File: src/rtl/rgtg_sqrt.sv
`timescale 1ns / 1ps
// Pipelined digit-by-digit floor square root, a few root bits per stage.
// Depends on nothing; widths come from the instantiating module.
module rgtg_sqrt #(
  parameter int ROOT_W = 29,
  parameter int STEPS  = 4
) (
  input  logic                clk,
  input  logic                en,
  input  logic [2*ROOT_W-1:0] rad_i,
  output logic [ROOT_W-1:0]   root_o
);

  localparam int NSTG = (ROOT_W + STEPS - 1) / STEPS;

  logic [ROOT_W+1:0]   rem_r  [NSTG];
  logic [2*ROOT_W-1:0] rad_r  [NSTG];
  logic [ROOT_W-1:0]   root_r [NSTG];

  for (genvar g = 0; g < NSTG; g++) begin : g_stg
    logic [ROOT_W+1:0]   rem_in, rem_nxt, rs, trial;
    logic [2*ROOT_W-1:0] rad_in, rad_nxt;
    logic [ROOT_W-1:0]   root_in, root_nxt;

    if (g == 0) begin : g_first
      assign rem_in  = '0;
      assign rad_in  = rad_i;
      assign root_in = '0;
    end else begin : g_next
      assign rem_in  = rem_r[g-1];
      assign rad_in  = rad_r[g-1];
      assign root_in = root_r[g-1];
    end

    // bring down two radicand bits, try a one digit
    always_comb begin
      rem_nxt  = rem_in;
      rad_nxt  = rad_in;
      root_nxt = root_in;
      rs       = '0;
      trial    = '0;
      for (int j = 0; j < STEPS; j++) begin
        if (g * STEPS + j < ROOT_W) begin
          rs      = {rem_nxt[ROOT_W-1:0], rad_nxt[2*ROOT_W-1 -: 2]};
          rad_nxt = {rad_nxt[2*ROOT_W-3:0], 2'b00};
          trial   = {root_nxt, 2'b01};
          if (rs >= trial) begin
            rem_nxt  = rs - trial;
            root_nxt = {root_nxt[ROOT_W-2:0], 1'b1};
          end else begin
            rem_nxt  = rs;
            root_nxt = {root_nxt[ROOT_W-2:0], 1'b0};
          end
        end
      end
    end

    always_ff @(posedge clk) begin
      if (en) begin
        rem_r[g]  <= rem_nxt;
        rad_r[g]  <= rad_nxt;
        root_r[g] <= root_nxt;
      end
    end
  end

  assign root_o = root_r[NSTG-1];

endmodule

File: config.mk
export PLATFORM = sky130hd
export DESIGN_NAME = rgtg_sqrt
export DESIGN_NICKNAME = d
export VERILOG_FILES = /design/src/rtl/rgtg_sqrt.sv
export SDC_FILE = /design/constraint.sdc
export NUM_CORES = 2
export LEC_CHECK = 0
export ABC_AREA = 0
export BUFFER_PORTS_ARGS = -buffer_cell sky130_fd_sc_hd__buf_2
export CELL_PAD_IN_SITES_DETAIL_PLACEMENT = 0
export CELL_PAD_IN_SITES_GLOBAL_PLACEMENT = 1
export CORE_ASPECT_RATIO = 1.25
export CORE_MARGIN = 2
export CORE_UTILIZATION = 50
export DETAILED_ROUTE_END_ITERATION = 8
export HOLD_SLACK_MARGIN = 0.1
export MAX_ROUTING_LAYER = met4
export PLACE_DENSITY_LB_ADDON = 0.1
export SYNTH_ARGS = -nofsm -noshare
export SYNTH_HDL_FRONTEND = slang
export SYNTH_SLANG_ARGS = --single-unit
File: constraint.sdc
create_clock -name clk -period 13.83 [get_ports clk]
set_input_delay 1.383 -clock clk [delete_from_list [all_inputs] [get_ports clk]]
set_output_delay 1.383 -clock clk [all_outputs]
set_load 0.02 [all_outputs]
==> qor.txt <==
Outcome: complete, no violations
CP startpoint kind: flip-flop
Seq/Total Area, Yosys: 30.0%
RSZ-0062 raised after global routing: false
Vias in the first global route: 45000
CTS clk-pin slew, worst paths: 0.06 ns
Setup crit end kind: flip-flop
Die W: 294 um
Largest net degree at the start of global routing: 173
Syn_area_per_cell: 8.53 um2
CTS hold repair buffers: 0
Wire per inst: 22.7 um
Final wirelength: 172 mm
Final-report hold violation count: 0
Worst-Skew Late Latency: 0.71 ns
GRT overflow: 0
Ys flop type: edfxtp_1
Crit path arrival time: 13.30 ns
Drt drc: 0
WP data required: 14.26 ns
Global placer's final weighted congestion: 0.965
Utilization after layout: 54.0%
Min Hold Slack: 0.402 ns
Via-to-Cell Ratio: 6.19
Most frequent cells in the layout: 558 x nor2_1, 551 x a21oi_1, 542 x nand2_1, 526 x edfxtp_1, 466 x ha_1
Final setup vio count: 0
First-pass GRT wire length: 264 mm
CTS tree: yes
Clk buf depth: 3
Cell mode on critical path: nor2_1
Vias: 47100
H-tree Lvls: 2
Fmax: 77.7 MHz
Die area: 108000 um2
Starting DRT DRC Count: 3592
Yosys warning count: 0
Slew margin rel.: 17.4%
Max stage delay on crit path: 0.50 ns
Tcrit/Tclk final: 93.1%
Least-Margin Pin Slew: 1.23 ns
Gate count after technology mapping: 6171
Total CTS buffers: 59
Routed Antenna Nets: 0
Synth Cell Area: 52600 um2
Root Driver: clkbuf_16
Clock skew: 0.0428 ns
Worst-path maximum fanout: 43
Antenna violations before repair: 7
Maximum capacitance violations: 0
Setup TNS after final layout: 0 ns
Total Nets Final: 6727
Worst setup path class: flip-flop to flip-flop
FP Rows: 133
Layout cells sized above 1: 7.67%
CTS Sinks: 526
Final Max Slew Viols: 0
GRT Total Usage: 32.2%
Tmin final: 12.87 ns
Core area: 105000 um2
IO Count: 89
Die height: 367 um
Crit-path slowest cell: edfxtp_1
Area delta synth->final: 7.52%
Synth cell types: 122
# port buffers: 88
Post-synth EDFFs: 526
Initial Util: 50.2%
Seq cells post-synth: 526
FFs w/ async S/R, synth: 0%
Commonest non-fill, non-tap cell in the layout: nor2_1
DP HPWL: 141 mm
Worst Hold Class: flip-flop to flip-flop
R2r setup slk: 0.96 ns
Drt first pass iters: 6
## synthesized netlist by cell type, types with 74 or more instances
| master | n | area share, % |
|---|---|---|
| xnor2_1 | 384 | 6.4 |
| a31oi_1 | 79 | 0.94 |
| nor3_1 | 140 | 1.3 |
| clkbuf_1 | 136 | 0.97 |
| o21ai_0 | 343 | 3.3 |
| edfxtp_1 | 526 | 30 |
| and3_1 | 75 | 0.89 |
| nor2_1 | 559 | 4.0 |
| xor2_1 | 189 | 3.1 |
| inv_1 | 320 | 2.3 |
| nand2_1 | 543 | 3.9 |
| a21o_1 | 253 | 3.6 |
| nand3_1 | 165 | 1.6 |
| nor4_1 | 74 | 0.88 |
| a21oi_1 | 551 | 5.2 |
| ha_1 | 466 | 11 |
| nand4_1 | 110 | 1.3 |
## worst paths after layout
path                  from           end  cells after the start
max reg2reg  root_r[0][97]   rem_r[4][9]                     48
min           rad_r[4][47]  rad_r[5][55]                      0
min reg2reg   rad_r[4][47]  rad_r[5][55]                      0
max          root_r[0][97]   rem_r[4][9]                     48
## registers in the layout, indices dropped and copies added, names as in the netlist
| name | cells |
|---|---|
| root_r | 141 |
| rad_r | 182 |
| rem_r | 203 |
## cell type report
type | instances | area [um2]
Clock buffer | 66 | 1500
Tap cell | 1350 | 1690
Inverter | 330 | 1250
Multi-Input combinational cell | 5132 | 35000
Sequential cell | 526 | 15800
Clock inverter | 42 | 443
Antenna cell | 3 | 7.51
Fill cell | 9958 | 48200
Timing Repair Buffer | 152 | 956
## logic make-up after synthesis
kind of cell | Yosys count | synth area share (%)
adder cells (fa/ha/maj) | 466 | 11.1
AND/OR/NAND/NOR | 2167 | 20.8
flip-flops | 526 | 30.0
multiplexers | 92 | 1.89
buffers and inverters | 517 | 3.80
AO/OA/AOI/OAI | 1825 | 22.8
other | 1 | 0.00712
XOR/XNOR | 577 | 9.66
## worst max-delay path: cells and delay by family (launching register included)
kind	cells	cell delay, ns
AOI/OAI and AO/OA	19	4.78
and+or+nand+nor	17	3.57
buffers and inverters	6	1.62
adders and majority gates	4	1.50
DFF	1	0.50
muxes	1	0.38
xor gates and xnor gates	1	0.19
## through the flow
stage                     setup slack, ns  cell area (um2)  cells
after floorplan                      1.77            52700   6175
after global placement           -0.00305            54500   7481
after detailed placement           0.0869            54500   7481
after CTS                           0.168            56500   7589
after global routing               0.0259            56600   7601
final                               0.958            56600   7601
## metal layers
metal	up-vias	wire length [um]	GRT usage, %
met4	0	8530	14.0
met1	22300	72500	39.3
met5	-	0	-
met2	1329	83500	54.1
li1	23100	-	-
met3	351	7880	3.21
## timing repair
action                                  CTS  global route
endpoints found under the setup margin    3           101
setup buffers                             0             9
resized for setup                         1            11
pin swaps                                 0             2
Power is left out: the tool's default activity adds up to more than one toggle a clock period on the data nets, which glitch-free logic cannot reach.
