## config.mk

```make
export PLATFORM = sky130hd
export DESIGN_NAME = rgtg_divider
export DESIGN_NICKNAME = d
export VERILOG_FILES = /design/src/rtl/rgtg_divider.sv
export SDC_FILE = /design/constraint.sdc
export NUM_CORES = 1
export LEC_CHECK = 0
export BUFFER_PORTS_ARGS = -buffer_cell sky130_fd_sc_hd__clkbuf_2
export CORE_ASPECT_RATIO = 1.25
export CORE_MARGIN = 5
export CORE_UTILIZATION = 60
export CTS_CLUSTER_DIAMETER = 60
export CTS_CLUSTER_SIZE = 20
export DETAILED_ROUTE_END_ITERATION = 16
export PLACE_DENSITY_LB_ADDON = 0.3
export SYNTH_ARGS = -nofsm -noshare
export SYNTH_HDL_FRONTEND = slang
export SYNTH_SLANG_ARGS = --single-unit
```

## constraint.sdc

```tcl
create_clock -name clk -period 11 [get_ports clk]
set_clock_uncertainty 0.1 [all_clocks]
set_input_delay 1.1 -clock clk [delete_from_list [all_inputs] [get_ports clk]]
set_output_delay 1.1 -clock clk [all_outputs]
set_load 0.02 [all_outputs]
```

## src/rtl/rgtg_divider.sv

```systemverilog
`timescale 1ns / 1ps
// Pipelined restoring divider, a few quotient bits per stage.
// Depends on nothing; widths come from the instantiating module.
module rgtg_divider #(
  parameter int NUM_W = 28,
  parameter int DEN_W = 13,
  parameter int STEPS = 4
) (
  input  logic             clk,
  input  logic             en,
  input  logic [NUM_W-1:0] num_i,
  input  logic [DEN_W-1:0] den_i,
  output logic [NUM_W-1:0] quo_o
);

  localparam int NSTG = (NUM_W + STEPS - 1) / STEPS;

  logic [DEN_W-1:0] rem_r [NSTG];
  logic [DEN_W-1:0] den_r [NSTG];
  logic [NUM_W-1:0] num_r [NSTG];
  logic [NUM_W-1:0] quo_r [NSTG];

  for (genvar g = 0; g < NSTG; g++) begin : g_stg
    logic [DEN_W-1:0] rem_in, den_in, rem_nxt;
    logic [NUM_W-1:0] num_in, quo_in, num_nxt, quo_nxt;
    logic [DEN_W:0]   sh;

    if (g == 0) begin : g_first
      assign rem_in = '0;
      assign den_in = den_i;
      assign num_in = num_i;
      assign quo_in = '0;
    end else begin : g_next
      assign rem_in = rem_r[g-1];
      assign den_in = den_r[g-1];
      assign num_in = num_r[g-1];
      assign quo_in = quo_r[g-1];
    end

    // a few shift-compare-subtract steps
    always_comb begin
      rem_nxt = rem_in;
      num_nxt = num_in;
      quo_nxt = quo_in;
      sh      = '0;
      for (int j = 0; j < STEPS; j++) begin
        if (g * STEPS + j < NUM_W) begin
          sh      = {rem_nxt, num_nxt[NUM_W-1]};
          num_nxt = {num_nxt[NUM_W-2:0], 1'b0};
          if (sh >= {1'b0, den_in}) begin
            rem_nxt = DEN_W'(sh - {1'b0, den_in});
            quo_nxt = {quo_nxt[NUM_W-2:0], 1'b1};
          end else begin
            rem_nxt = sh[DEN_W-1:0];
            quo_nxt = {quo_nxt[NUM_W-2:0], 1'b0};
          end
        end
      end
    end

    always_ff @(posedge clk) begin
      if (en) begin
        rem_r[g] <= rem_nxt;
        den_r[g] <= den_in;
        num_r[g] <= num_nxt;
        quo_r[g] <= quo_nxt;
      end
    end
  end

  assign quo_o = quo_r[NSTG-1];

endmodule

```

==> summary.md, run 1 <==
| Metric | Value |
|---|---|
| Status | `finished clean` |
| Drt first pass iters | `5` |
| Detailed Route WL | `between 70000 and 80000 um` |
| ANT cells | `0` |
| Area growth from synthesis to layout | `8.30%` |
| Yosys reg bits | `approximately 350` |
| Netlist cell types | `roughly 90` |
| Area of the multi-input gates | `between 0.015 and 0.02 sq mm` |
| Crit path time final | `slightly above 10 ns` |
| Peak Freq | `96.4 MHz` |
| GPL Wtd Cong | `0.949` |
| Largest net degree at the start of global routing | `around 150` |
| TNS Setup | `0 ns` |
| Crit path DAT | `~11 ns` |
| Number of DRC markers in iteration 0 | `between 1500 and 2000` |
| Post-route DRC | `0` |
| Crit. End Element | `flip-flop` |
| Vias in the first global route | `23600` |
| Die area | `0.0545 sq mm` |
| Clk slew on worst S/H paths | `about 0.080 ns` |
| Area of the core | `0.0494 sq mm` |
| Post-synth top flop | `edfxtp_1` |
| HP Class | `reg2reg` |
| WL/cell | `between 20 and 25 um` |
| H-Tree Depth | `1` |
| Detail Placement HPWL | `60200 um` |
| Nets | `3555` |
| Worst Setup Start Kind | `flip-flop` |
| Initial antenna violation count | `0` |
| Syn avg cell area | `roughly 9.9 sq um` |
| Clock sinks | `around 350` |
| Total of max-cap violations | `0` |
| Ys async rst share | `0` |
| Slew HR | `0.344` |
| Final-report hold violation count | `0` |
| # rows | `91` |
| Clk_lat worst skew | `between 0.6 and 0.7 ns` |
| CP max stage delay | `approximately 0.4 ns` |
| Root buf cell | `clkbuf_16` |
| Vias per inst | `around 6.3` |
| Grt total ovfl | `0` |
| RSZ-0062 raised after global routing | `false` |
| Mapped Cells | `approximately 3000` |
| DRT antenna net count | `0` |
| Port bufs | `70` |
| Reg area | `around 0.011 sq mm` |
| Seq/Total Area, Yosys | `0.353` |
| Slowest CP cell | `edfxtp_1` |
| Worst Path Required | `~11 ns` |
| Global-route wire length before repair | `approximately 120000 um` |
| Final setup fails | `0` |
| Die width | `about 210 um` |
| Worst Tran Pin Value | `around 0.98 ns` |
| DR vias | `24000` |
| Buf+Inv Stages, Crit Path | `3` |
| Pins Over Slew Limit | `0` |
| Share of cells above drive strength 1 | `0.125` |
| CTS Buf Count | `31` |
| Die span in y | `around 260 um` |
| Mapped Nets | `between 3000 and 4000` |
| Starting Density | `0.606` |
| Yosys top cell area share | `0.353` |
| CP delay by family, top | `compound AO/OA/AOI/OAI gates` |
| Fillers | `roughly 4000` |
| CP Max Fanout | `14` |
| Leading area contributor after synthesis | `edfxtp_1` |
| Final worst-path cycle share | `0.943` |
| Hold_buf cts | `0` |
| Synth top area cells | `edfxtp_1 (35%), ha_1 (15%), mux2_2 (6.3%)` |
| CTS tree | `done` |
| Post-Synthesis Cell Area | `roughly 0.03 sq mm` |
| All-Layer GR Usage | `0.271` |
| Setup Crit Path Kind | `reg2reg` |
| Worst-case clock buffer depth | `3` |
| EDFF count, synth | `approximately 350` |
| Ports | `slightly above 70` |
| Syn. warnings | `0` |
-- metal layers --
metal  vias up  GRT usage  part of all wire
li1      11600          -                 -
met1     11400      0.330              0.41
met2       774      0.482              0.49
met3       235     0.0319             0.050
met4         0      0.121             0.049
met5         -          0                 0
-- layout by cell type, fill, tap and decap left out, drive strengths merged, types with 15 or more instances in the layout --
cell type / Yosys / routed
a211oi: 30 / 30
a21boi: 29 / 29
a21o: 76 / 76
a21oi: 217 / 217
a31oi: 22 / 22
and2: 18 / 18
and3: 27 / 27
buf: 23 / 44
clkbuf: 24 / 100
edfxtp: 352 / 352
fa: 26 / 26
ha: 353 / 353
inv: 234 / 242
mux2: 168 / 168
mux2i: 33 / 33
nand2: 209 / 209
nand2b: 41 / 41
nand3: 45 / 45
nand4: 58 / 58
nor2: 179 / 179
nor2b: 64 / 64
nor3: 61 / 61
nor4: 15 / 15
o211ai: 15 / 15
o21a: 45 / 45
o21ai: 203 / 203
o21bai: 16 / 16
o31a: 15 / 15
o31ai: 36 / 36
or2: 17 / 17
or3: 22 / 22
xnor2: 142 / 142
xor2: 76 / 76
-- per-stage QoR --
stage	instances	hold WS (ns)	worst slack (ns)	instance area [sq um]	util
floorplan	3034	0.300	0.999	30000	-
finish	3804	0.312	0.628	32400	0.657
global route	3804	0.313	0.0132	32400	0.657
detailed placement	3735	0.305	-0.0207	31100	0.630
global placement	3735	0.300	0.00227	31100	0.630
CTS	3788	0.317	0.107	32300	0.653
-- cells in the mapped netlist (all sizes together), types with 58 or more instances --
master / instances
nand2: 209
a21oi: 217
a21o: 76
nand4: 58
o21ai: 203
edfxtp: 352
inv: 234
nor2b: 64
nor3: 61
nor2: 179
xor2: 76
mux2: 168
ha: 353
xnor2: 142
-- worst paths after layout --
path	start	slack, ns	end	depth (start not counted)
setup / recovery	den_r[1][11]	0.63	rem_r[2][9]	39
hold / removal	quo_r[5][13]	0.31	quo_r[6][17]	0
setup reg to reg	den_r[1][11]	0.63	rem_r[2][9]	39
hold reg to reg	quo_r[5][13]	0.31	quo_r[6][17]	0
-- repair_timing --
item                                    4_1_cts  5_1_grt
cloned                                        0        0
endpoints found under the setup margin       11       70
buffers inserted                              0       16
resized for setup                             1       18
pin swaps                                     0        4
hold endpoints to repair                      0        0
-- layout make-up --
type	count	share of cell area
clock buffers	31	0.0239
inverters	234	0.0273
well taps	651	0.0251
flip-flops and latches	352	0.326
repair buffers	113	0.0214
multi-input cells	2401	0.566
clock inverters	22	0.0106
-- cells by family (layout without fill, tap and decap cells) --
kind of cell | after synthesis | after routing | synth area share
buffers and inverters | 281 | 400 | 0.0367
muxes | 201 | 201 | 0.0742
and+or+nand+nor | 788 | 788 | 0.131
DFF | 352 | 352 | 0.353
AOI/OAI and AO/OA | 815 | 815 | 0.177
adders and majority gates | 379 | 379 | 0.165
xor gates and xnor gates | 218 | 218 | 0.0637
-- sequential cells by signal, summed over array words and instances, names as in the netlist --
signal / count
quo_r: 112
num_r: 84
den_r: 78
rem_r: 78
Power of run 1 is not shown: default switching activity piles up to over one toggle a cycle in this logic, so the estimate is an artifact.
==> run 2, diff against run 1 <==
--- a/config.mk
+++ b/config.mk
@@ -10,9 +10,10 @@
 export CORE_MARGIN = 5
 export CORE_UTILIZATION = 60
 export CTS_CLUSTER_DIAMETER = 60
-export CTS_CLUSTER_SIZE = 20
+export CTS_CLUSTER_SIZE = 28
 export DETAILED_ROUTE_END_ITERATION = 16
 export PLACE_DENSITY_LB_ADDON = 0.3
+export REMOVE_ABC_BUFFERS = 1
 export SYNTH_ARGS = -nofsm -noshare
 export SYNTH_HDL_FRONTEND = slang
 export SYNTH_SLANG_ARGS = --single-unit
==> run 2 against run 1 <==
  * Via count down 0.68%
  * First-iteration DRC count is 4.4% higher
  * Setup slack gained 0.011 ns
  * Flip-flop and latch count unchanged
==> summary.md, run 2 (same netlist as run 1, synthesis figures left out) <==
| Metric | Value |
|---|---|
| Hold slack | `0.310 ns (-0.00189 ns)` |
| Hold endpoint | `num_r[3][18]` |
| # rows | `91 (unchanged)` |
| All-Layer GR Usage | `0.269 (-0.00145)` |
| Status | `finished clean` |
| Die area | `0.0545 sq mm (unchanged)` |
| Top Registers | `quo_r: 112 flops, num_r: 84 flops` |
| CP max stage delay | `0.46 ns (+0.06 ns)` |
| HP Class | `reg2reg` |
| DRT antenna net count | `0 (unchanged)` |
| CTS tree | `done` |
| Worst reg2reg path depth | `40 (+2.6%)` |
| Clk slew on worst S/H paths | `0.08 ns (about the same)` |
| Setup WS post-layout | `0.639 ns (+0.0113 ns)` |
| Pins Over Slew Limit | `0 (unchanged)` |
| End of the worst register-to-register path | `rem_r[2][2]` |
| Crit. End Element | `flip-flop` |
| Die span in y | `260 um (unchanged)` |
| Area of the core | `0.0494 sq mm (unchanged)` |
| Drt first pass iters | `5 (unchanged)` |
| Post-route DRC | `0 (unchanged)` |
| Worst Setup Start Kind | `flip-flop` |
| Area growth from synthesis to layout | `8.44%` |
| Ports | `71 (unchanged)` |
| Slowest CP cell | `edfxtp_1` |
| Commonest non-fill, non-tap cell in the layout | `ha_1` |
| RR Startpoint | `den_r[1][0]` |
| Slew HR | `0.321 (-0.0227)` |
| Starting Density | `0.606 (unchanged)` |
| Clock sinks | `352 (unchanged)` |
| ANT cells | `0 (unchanged)` |
| Crit path time final | `10.36 ns (-0.0113 ns)` |
| Final setup fails | `0 (unchanged)` |
| WL/cell | `19.9 um (-0.45%)` |
| Worst Tran Pin Value | `1.02 ns (+0.0340 ns)` |
| CP Max Fanout | `11 (-3)` |
| Dpl ws | `0.112 ns (+0.133 ns)` |
| Number of DRC markers in iteration 0 | `1659 (+4.4%)` |
| Total of max-cap violations | `0 (unchanged)` |
| GPL Wtd Cong | `0.940 (-1.0%)` |
| H-Tree Depth | `1 (unchanged)` |
| Die width | `210 um (unchanged)` |
| Root buf cell | `clkbuf_16` |
| Clk_lat worst skew | `0.62 ns (about the same)` |
| Crit path DAT | `10.62 ns (about the same)` |
| Vias per inst | `6.25 (-0.78%)` |
| Final-report hold violation count | `0 (unchanged)` |
| Fin util | `0.657 (+0.000811)` |
| Nets | `3555 (unchanged)` |
| Peak Freq | `96.5 MHz (+0.11%)` |
| CTS Buf Count | `31 (unchanged)` |
| Placed cell areas | `0.0311 sq mm (about the same)` |
| Global-route wire length before repair | `121000 um (-0.52%)` |
| Largest net degree at the start of global routing | `122 (-21%)` |
| Share of cells above drive strength 1 | `0.127 (+0.00269)` |
| Worst Path Required | `11.26 ns (about the same)` |
| Worst-case clock buffer depth | `3 (unchanged)` |
| Final Cell Area | `0.0325 sq mm (+0.12%)` |
| Largest register by flop count | `quo_r` |
| Initial antenna violation count | `0 (unchanged)` |
| Setup Crit Path Kind | `reg2reg` |
| Detail Placement HPWL | `60000 um (-0.26%)` |
| Final worst-path cycle share | `0.942 (-0.00102)` |
| Most frequent cells in the layout | `ha_1 (353), edfxtp_1 (352), inv_1 (227), a21oi_1 (212), nand2_1 (208)` |
| Port bufs | `70 (unchanged)` |
| Vias in the first global route | `23700 (+0.16%)` |
| Hold_sp | `num_r[2][14]` |
| DR vias | `23800 (-0.68%)` |
| Detailed Route WL | `75900 um (-0.35%)` |
| Hold_buf cts | `0 (unchanged)` |
| Grt total ovfl | `0 (unchanged)` |
| Max reg flops | `112 (unchanged)` |
| Hold path depth | `0 (unchanged)` |
| R2R Setup Slk | `0.64 ns (about the same)` |
-- run 2: cell count changes in the layout (fill, tap and decap cells not counted), moves of 2 or more --
cell,before,now
inv_12,2,5
clkinv_16,0,2
bufinv_16,3,0
inv_8,2,5
-- run 2: repair_timing --
| item | in CTS | in global routing |
|---|---|---|
| setup endpoints to repair | 0 | 69 |
| buffers inserted | 0 | 15 |
| gates resized for setup | 0 | 23 |
-- run 2: how the worst max path moves through the flow --
stage	from	endpoint	slack, ns	cells past startpoint
after detailed placement	den_r[1][1]	rem_r[2][2]	0.11	38
after floorplan	den_r[2][1]	rem_r[3][9]	0.69	40
after global placement	den_r[1][1]	rem_r[2][2]	0.02	38
after CTS	den_r[1][1]	rem_r[2][2]	0.04	38
final	den_r[1][0]	rem_r[2][2]	0.64	40
after global routing	den_r[3][1]	rem_r[4][2]	-0.01	38
-- run 2: through the flow --
stage,TNS (ns),instances
6_report,0,3808
5_1_grt,-0.0105,3808
2_1_floorplan,0,2987
4_1_cts,0,3793
3_3_place_gp,0,3736
3_5_place_dp,0,3736
-- run 2: metal layers --
layer,vias up,global-route usage,routed length (um)
met5,-,0,0
met1,11300,0.324,30800
li1,11500,-,-
met2,702,0.486,37900
met3,215,0.0236,3050
met4,0,0.130,4220
-- run 2: critical path: cells and delay by family (launching register included) --
family,cells,cell delay [ns]
flops,1,0.46
buf+inv,5,0.96
simple gates,8,1.17
mux,3,0.88
compound gates,19,4.86
fa+ha+maj,5,1.66
-- run 2: cell type report --
cell class	instances	area (sq um)
clock buffers	31	776
clock inverters	26	390
fillers	3928	16900
inverters	234	886
multi-input cells	2401	18400
flip-flops and latches	352	10600
well taps	651	815
repair buffers	113	683
Power of run 2 is left out for the same reason.
==> run 3, diff against run 2 <==
--- a/config.mk
+++ b/config.mk
@@ -6,7 +6,7 @@
 export NUM_CORES = 1
 export LEC_CHECK = 0
 export BUFFER_PORTS_ARGS = -buffer_cell sky130_fd_sc_hd__clkbuf_2
-export CORE_ASPECT_RATIO = 1.25
+export CORE_ASPECT_RATIO = 0.75
 export CORE_MARGIN = 5
 export CORE_UTILIZATION = 60
 export CTS_CLUSTER_DIAMETER = 60
==> run 3 against run 2 <==
  * Global-route usage is 0.35 points higher
  * Utilization is 0.62 points higher
  * Register-to-register slack worse by 0.11 ns
  * First-iteration DRC count is 26% higher
  * Non-clock buffer count is 14 higher
  * Setup slack worse by 0.11 ns
  * Die area hardly changed
  * Routed wire length is 0.66% higher
  * Critical path depth is 3 lower
  * Sequential share of layout area is 0.064 points lower
  * Count of clock-buffer cells in the layout is 1 lower
==> summary.md, run 3 (same netlist as run 1, synthesis figures left out) <==
| Metric | Value |
|---|---|
| DRT antenna net count | `0 (unchanged)` |
| Worst Tran Pin Value | `1.02 ns (+0.00137 ns)` |
| GPL Wtd Cong | `0.973 (+3.6%)` |
| Crit path time final | `10.47 ns (+0.109 ns)` |
| Final Cell Area | `0.0326 sq mm (+0.20%)` |
| Slew HR | `0.320 (-0.000913)` |
| Die width | `268 um (+28%)` |
| Share of cells above drive strength 1 | `0.129 (+0.00149)` |
| All-Layer GR Usage | `0.273 (+0.00348)` |
| Ports | `71 (unchanged)` |
| Post-route DRC | `0 (unchanged)` |
| Port bufs | `70 (unchanged)` |
| DR vias | `23900 (+0.34%)` |
| # rows | `70 (-23%)` |
| Area of the core | `0.0490 sq mm (-0.74%)` |
| CTS tree | `done` |
| Clk slew on worst S/H paths | `0.09 ns (about the same)` |
| Setup Crit Path Kind | `reg2reg` |
| Worst Setup Start Kind | `flip-flop` |
| Max reg flops | `112 (unchanged)` |
| CP delay by family, top | `compound AO/OA/AOI/OAI gates` |
| Peak Freq | `95.5 MHz (-1.0%)` |
| Worst-case clock buffer depth | `3 (unchanged)` |
| WL/cell | `20.0 um (+0.47%)` |
| Number of DRC markers in iteration 0 | `2084 (+26%)` |
| Die area | `0.0545 sq mm (about the same)` |
| Root buf cell | `clkbuf_16` |
| Final setup fails | `0 (unchanged)` |
| Die span in y | `204 um (-22%)` |
| Commonest non-fill, non-tap cell in the layout | `ha_1` |
| Most frequent cells in the layout | `ha_1 (353), edfxtp_1 (352), inv_1 (229), a21oi_1 (213), nand2_1 (208)` |
| Placed cell areas | `0.0313 sq mm (+0.53%)` |
| HP Class | `reg2reg` |
| Worst Path Required | `11.27 ns (about the same)` |
| Vias per inst | `6.26 (+0.15%)` |
| Nets | `3567 (+0.34%)` |
| Clock sinks | `352 (unchanged)` |
| Initial antenna violation count | `1 (+1)` |
| Pins Over Slew Limit | `0 (unchanged)` |
| Detailed Route WL | `76500 um (+0.66%)` |
| Detail Placement HPWL | `59400 um (-0.97%)` |
| Top Registers | `quo_r: 112 flops, num_r: 84 flops` |
| H-Tree Depth | `1 (unchanged)` |
| Final-report hold violation count | `0 (unchanged)` |
| Area growth from synthesis to layout | `8.65%` |
| Global-route wire length before repair | `122000 um (+1.1%)` |
| Slowest CP cell | `a2111o_1` |
| Buf+Inv Stages, Crit Path | `3 (-2)` |
| Crit path DAT | `10.74 ns (+0.12 ns)` |
| Starting Density | `0.611 (+0.00455)` |
| Largest net degree at the start of global routing | `127 (+4.1%)` |
| Crit. End Element | `flip-flop` |
| CP max stage delay | `0.65 ns (+0.19 ns)` |
| CP Max Fanout | `21 (+10)` |
| ANT cells | `0 (unchanged)` |
| Status | `finished clean` |
| CTS Buf Count | `29 (-6.5%)` |
| Drt first pass iters | `7 (+2)` |
| Vias in the first global route | `22800 (-3.6%)` |
| Total of max-cap violations | `0 (unchanged)` |
| Final worst-path cycle share | `0.952 (+0.00987)` |
| Grt total ovfl | `0 (unchanged)` |
| Largest register by flop count | `quo_r` |
| Hold_buf cts | `0 (unchanged)` |
| Clk_lat worst skew | `0.62 ns (about the same)` |
==> run 3: changes by cell type in the layout (fill, tap and decap cells not counted), moves of 3 or more <==
cell,before,now
a21boi_1,5,2
buf_4,43,56
clkinv_16,2,5
clkinv_2,0,3
clkinv_8,4,1
inv_8,5,2
==> run 3: metal layers <==
metal / wire length, um / global-route usage / share of wire / vias to the layer above
met5: 0 / 0 / 0 / -
met1: 35600 / 0.409 / 0.47 / 11400
met3: 5660 / 0.0441 / 0.074 / 114
met4: 1690 / 0.0577 / 0.022 / 0
met2: 33500 / 0.422 / 0.44 / 788
li1: - / - / - / 11600
==> run 3: layout make-up <==
| type | count | area, sq um |
|---|---|---|
| multi-input cells | 2401 | 18400 |
| well taps | 648 | 811 |
| repair buffers | 127 | 801 |
| clock inverters | 23 | 388 |
| fillers | 3840 | 16500 |
| flip-flops and latches | 352 | 10600 |
| inverters | 234 | 886 |
| clock buffers | 30 | 729 |
==> run 3: metrics by stage <==
step,hold slack [ns],TNS (ns),util,setup slack (ns),cells
2_1_floorplan,0.300,0,-,0.686,2987
3_3_place_gp,0.300,0,0.638,0.422,3754
3_5_place_dp,0.305,0,0.638,0.201,3754
4_1_cts,0.312,0,0.661,0.142,3807
5_1_grt,0.322,-0.179,0.664,-0.0317,3815
6_report,0.302,0,0.664,0.531,3815
==> run 3: worst reg2reg max path, delay by kind of cell, from the launching register on <==
kind,cells,cell delay [ns]
AND/OR/NAND/NOR,10,1.86
flip-flops,1,0.51
multiplexers,5,1.49
AO/OA/AOI/OAI,15,4.05
adder cells (fa/ha/maj),4,1.48
buffers and inverters,3,0.73
==> run 3: timing repair <==
| action | in CTS | in global routing |
|---|---|---|
| gates resized for setup | 0 | 20 |
| hold endpoints to repair | 0 | 0 |
| buffers inserted | 0 | 8 |
| endpoints found under the setup margin | 0 | 54 |
==> run 3: path summary, 6_finish.rpt <==
kind	startpoint	end	slack [ns]	cells past startpoint
hold / removal	num_r[1][4]	num_r[2][8]	0.30	0
setup / recovery	den_r[0][1]	rem_r[1][4]	0.53	37
setup reg to reg	den_r[0][1]	rem_r[1][4]	0.53	37
hold reg to reg	num_r[1][4]	num_r[2][8]	0.30	0
Power of run 3 is left out for the same reason.
